File: config.mk
export PLATFORM = sky130hd
export DESIGN_NAME = q32_ctrl
export DESIGN_NICKNAME = d
export VERILOG_FILES = /design/src/sv/q32_pkg.sv /design/src/sv/q32_ctrl.sv
export SDC_FILE = /design/constraint.sdc
export NUM_CORES = 1
export LEC_CHECK = 0
export BUFFER_PORTS_ARGS = -buffer_cell sky130_fd_sc_hd__clkbuf_2
export CORE_AREA = 2 2 47 49
export DETAILED_ROUTE_END_ITERATION = 7
export DIE_AREA = 0 0 49 51
export HOLD_SLACK_MARGIN = 0.15
export SLEW_MARGIN = 20
export SYNTH_ARGS = -nofsm -noshare
export SYNTH_HDL_FRONTEND = slang
export SYNTH_SLANG_ARGS = --single-unit
export TNS_END_PERCENT = 1
File: constraint.sdc
create_clock -name aclk -period 1.26 [get_ports aclk]
set_input_delay 0.252 -clock aclk [delete_from_list [all_inputs] [get_ports aclk]]
set_output_delay 0.252 -clock aclk [all_outputs]
set_load 0.005 [all_outputs]
File: src/sv/q32_pkg.sv
// shared types, opcodes and constants for the q32.32 arithmetic unit
`default_nettype none
package q32_pkg;
    localparam int FracBits = 32;
    localparam int WordBits = 64;
    localparam int RootSteps = (WordBits + FracBits) / 2;

    typedef enum logic [3:0] {
        OP_ADD = 4'd0, OP_SUB = 4'd1, OP_MUL = 4'd2, OP_DIV = 4'd3,
        OP_SQRT = 4'd4, OP_ABS = 4'd5, OP_NEG = 4'd6, OP_MIN = 4'd7,
        OP_MAX = 4'd8, OP_FLOOR = 4'd9, OP_CEIL = 4'd10, OP_FRACT = 4'd11,
        OP_ROUND = 4'd12, OP_MOD = 4'd13
    } op_t;

    typedef enum logic [1:0] {
        ERR_OK = 2'd0, ERR_OVF = 2'd1, ERR_DIVZ = 2'd2, ERR_DOM = 2'd3
    } err_t;

    typedef enum logic [2:0] {
        ST_IDLE, ST_MUL, ST_ITER, ST_FIN, ST_OUT
    } state_t;

    // unit selection for multicycle work
    typedef enum logic [1:0] {
        U_DIV = 2'd0, U_SQRT = 2'd1, U_MOD = 2'd2
    } unit_t;

    // controller to datapath
    typedef struct packed {
        logic   load;
        logic   mul_step;
        logic   iter_step;
        logic   finish;
        unit_t  unit;
    } cmd_t;

    // datapath to controller
    typedef struct packed {
        logic   multi;
        logic   is_mul;
        logic   unit_mod;
        logic   unit_sqrt;
    } stat_t;
endpackage
`default_nettype wire

File: src/sv/q32_ctrl.sv
// controller state machine sequencing one operation at a time
`default_nettype none
module q32_ctrl
    import q32_pkg::*;
(
    input  wire logic  aclk,
    input  wire logic  aresetn,
    input  wire logic  in_xfer,
    input  wire logic  out_xfer,
    input  wire stat_t stat,
    output logic       busy,
    output logic       out_valid,
    output cmd_t       cmd
);
    state_t state_reg, state_next;
    logic [6:0] cnt_reg, cnt_next;
    unit_t unit_reg, unit_next;

    // state register
    always_ff @(posedge aclk) begin
        if (!aresetn) begin
            state_reg <= ST_IDLE;
            cnt_reg <= '0;
            unit_reg <= U_DIV;
        end else begin
            state_reg <= state_next;
            cnt_reg <= cnt_next;
            unit_reg <= unit_next;
        end
    end

    // next state and commands
    always_comb begin
        state_next = state_reg;
        cnt_next = cnt_reg;
        unit_next = unit_reg;
        cmd = '0;
        cmd.unit = unit_reg;
        busy = 1'b1;
        out_valid = 1'b0;
        case (state_reg)
            ST_IDLE: begin
                busy = 1'b0;
                if (in_xfer) begin
                    cmd.load = 1'b1;
                    state_next = ST_MUL;
                end
            end
            ST_MUL: begin
                // decoded operation is registered now
                if (stat.is_mul) begin
                    cmd.mul_step = 1'b1;
                    state_next = ST_FIN;
                end else if (stat.multi) begin
                    unit_next = stat.unit_sqrt ? U_SQRT : (stat.unit_mod ? U_MOD : U_DIV);
                    cnt_next = '0;
                    state_next = ST_ITER;
                end else begin
                    state_next = ST_FIN;
                end
            end
            ST_ITER: begin
                cmd.iter_step = 1'b1;
                cnt_next = cnt_reg + 7'd1;
                if ((unit_reg == U_SQRT && cnt_reg == 7'(RootSteps - 1)) ||
                    cnt_reg == 7'(WordBits - 1))
                    state_next = ST_FIN;
            end
            ST_FIN: begin
                cmd.finish = 1'b1;
                state_next = ST_OUT;
            end
            ST_OUT: begin
                out_valid = 1'b1;
                if (out_xfer) state_next = ST_IDLE;
            end
            default: state_next = ST_IDLE;
        endcase
    end
endmodule
`default_nettype wire

==> impl_metrics.json <==
{
  "yosysWarnings": 0,
  "drt-total-wl_um": 2190,
  "ys_types": 32,
  "num_rows": 17,
  "path_max_fanout": 3,
  "die_h_um": 51,
  "drv_cap": 0,
  "drtIter0Drc": 17,
  "overflow": 0,
  "power.leakage_nw": 0.4334,
  "skew_ns": 0.005459,
  "syn-num-nets": 95,
  "grt_pass1_vias": 772,
  "cts.path.max_buffers": 2,
  "hp-class": "input pin to register",
  "clk_latency_ns": 0.28,
  "rsz0062_at_grt": "true",
  "critPathRequiredTime_ns": 1.01,
  "period_share": 1.245,
  "cp.arrival_ns": 1.32,
  "synth-main-ff-cell": "dfxtp_1",
  "final_util": 0.5379,
  "die_area_sq_mm": 0.002499,
  "n_fill_cell": 197,
  "yosys.area.top_type_share": 0.3179,
  "synth_area_leaders": "dfxtp_1 (32%), mux2i_1 (6.6%), o211ai_1 (6.0%)",
  "multi_input_area_sq_um": 535.5,
  "antennaDiodeCount": 0,
  "synth_edf_count": 0,
  "cts_root_buf": "clkbuf_4",
  "vias_per_cell": 5.486,
  "dr.pass1.iters": 4,
  "seqCellArea_sq_um": 247.7,
  "peakVddDrop_v": 0.0007951,
  "path_clk_slew_ns": 0.08,
  "worst_slack_ns": -0.3083,
  "netlist_top_cells_count": "dfxtp_1 (12), a21oi_1 (8), nand2b_1 (7), o211ai_1 (6)",
  "synthToLayoutAreaGrowth_pct": 46.85,
  "async_flop_share": 0,
  "violations": "setup timing",
  "syn_area_per_cell_sq_um": 8.788,
  "dp_slack_ns": -0.1130,
  "layout.nets": 126,
  "drive_gt1_frac": 0.5086,
  "clkSinkCount": 12,
  "antenna_left": 0,
  "wire_per_inst_um": 15.21,
  "largest_register_ffs": 7,
  "synth_most_common_cell": "dfxtp_1",
  "powerDensity_mw_per_mm2": 1050,
  "grtUsageTotal": 0.1818,
  "slew_headroom": 0.7401,
  "place_congestion": 0.8059,
  "io_buffers": 15,
  "drc_errors": 0,
  "syn_inst": 86,
  "hold_viol": 0,
  "grt_max_degree": 12,
  "cts.hold.buffers_added": 0,
  "outcome": "complete, but fails checks",
  "place_area_sq_um": 953.4,
  "final_area_sq_mm": 0.001110,
  "fmax_ghz": 0.6376,
  "cts_tree": "done",
  "worst_pin_slew_ns": 0.3899,
  "numCtsBuffers": 3,
  "io_pins": 16,
  "ys_ff_latch": 12,
  "drv_slew": 0,
  "cp-end-kind": "primary output",
  "antenna_found_initial": 0,
  "die_w_um": 49,
  "grt_first_pass_wirelength_um": 3498,
  "setup_viol": 14,
  "hold_slack_ns": 0.2141,
  "synth.largest_area_cell": "dfxtp_1",
  "h-tree-depth": 1,
  "dpl.hpwl_um": 1528,
  "seq_area_frac_synth": 0.3179,
  "vias": 790,
  "coreArea_sq_mm": 0.002063,
  "initial_core_util": 0.3663,
  "path_class": "register to primary output",
  "syn_area_sq_um": 755.7,
  "period_needed_ns": 1.568,
  "cp-start-kind": "register"
}
==> where the power goes <==
part           switching, mW  total [mW]  internal (mW)
clock                  0.142       0.318          0.176
sequential            0.0225       0.427          0.404
combinational          0.200       0.421          0.220
==> kinds of logic after synthesis <==
group / Yosys count / synth area share
AO/OA/AOI/OAI: 29 / 0.2831
adder cells (fa/ha/maj): 1 / 0.01655
buffers and inverters: 13 / 0.08277
flip-flops: 12 / 0.3179
multiplexers: 5 / 0.06623
AND/OR/NAND/NOR: 26 / 0.2334
==> placed cells by master, fill, tap and decap left out, types with 2 or more instances in the layout <==
| cell | count |
|---|---|
| a211o_1 | 5 |
| a211oi_2 | 3 |
| a21oi_1 | 6 |
| a21oi_2 | 2 |
| buf_4 | 16 |
| buf_6 | 4 |
| clkbuf_2 | 15 |
| clkbuf_4 | 3 |
| dfxtp_1 | 8 |
| dfxtp_2 | 3 |
| inv_1 | 4 |
| mux2i_1 | 5 |
| nand2b_1 | 7 |
| nand3_1 | 3 |
| nand4_1 | 2 |
| nor3b_4 | 3 |
| o211ai_1 | 6 |
| o21ai_2 | 2 |
==> worst paths after layout <==
| path | from | cells past startpoint | to | slack, ns |
|---|---|---|---|---|
| max | state_reg[0] | 4 | cmd[5] | -0.31 |
| min | stat[0] | 3 | unit_reg[0] | 0.21 |
| max reg2reg | state_reg[0] | 5 | cnt_reg[4] | -0.16 |
| min reg2reg | unit_reg[1] | 2 | unit_reg[1] | 0.49 |
==> final cells by class <==
type,instances,share of cell area
inverter,4,0.01353
tap,28,0.03157
timing repair buffer,35,0.2165
clock buffer,4,0.03269
multi-input combinational,61,0.4825
sequential,12,0.2232
==> routing by layer <==
| layer | up-vias | share of wire | track usage |
|---|---|---|---|
| met5 | - | 0 | 0 |
| met4 | 0 | 0.024 | 0.09048 |
| met3 | 7 | 0.051 | 0.02339 |
| met2 | 30 | 0.53 | 0.3288 |
| met1 | 373 | 0.40 | 0.2120 |
| li1 | 380 | - | - |
==> stage by stage <==
stage                     std cells   TNS [ns]  total power [mW]
after global placement          136    -0.6876            0.7282
after CTS                       144     -3.067             1.106
after detailed placement        136    -0.9318            0.7404
final                           144     -2.139             1.165
after floorplan                  86  -0.004398            0.6166
after global routing            144     -2.651             1.215
==> worst max-delay path, cell delays in order, from the launching register on <==
cell,delay [ns]
dfxtp_2,0.35
buf_6,0.12
or3_4,0.38
nor2_2,0.08
clkbuf_2,0.11
==> what timing repair did <==
action                                 in CTS  in global routing
setup buffers                               4                  0
setup endpoints to repair                  16                 16
endpoints found under the hold margin       0                  0
resized for setup                           7                 15
pin swaps                                   2                 12
No activity file was read; power rests on OpenSTA's default activity.
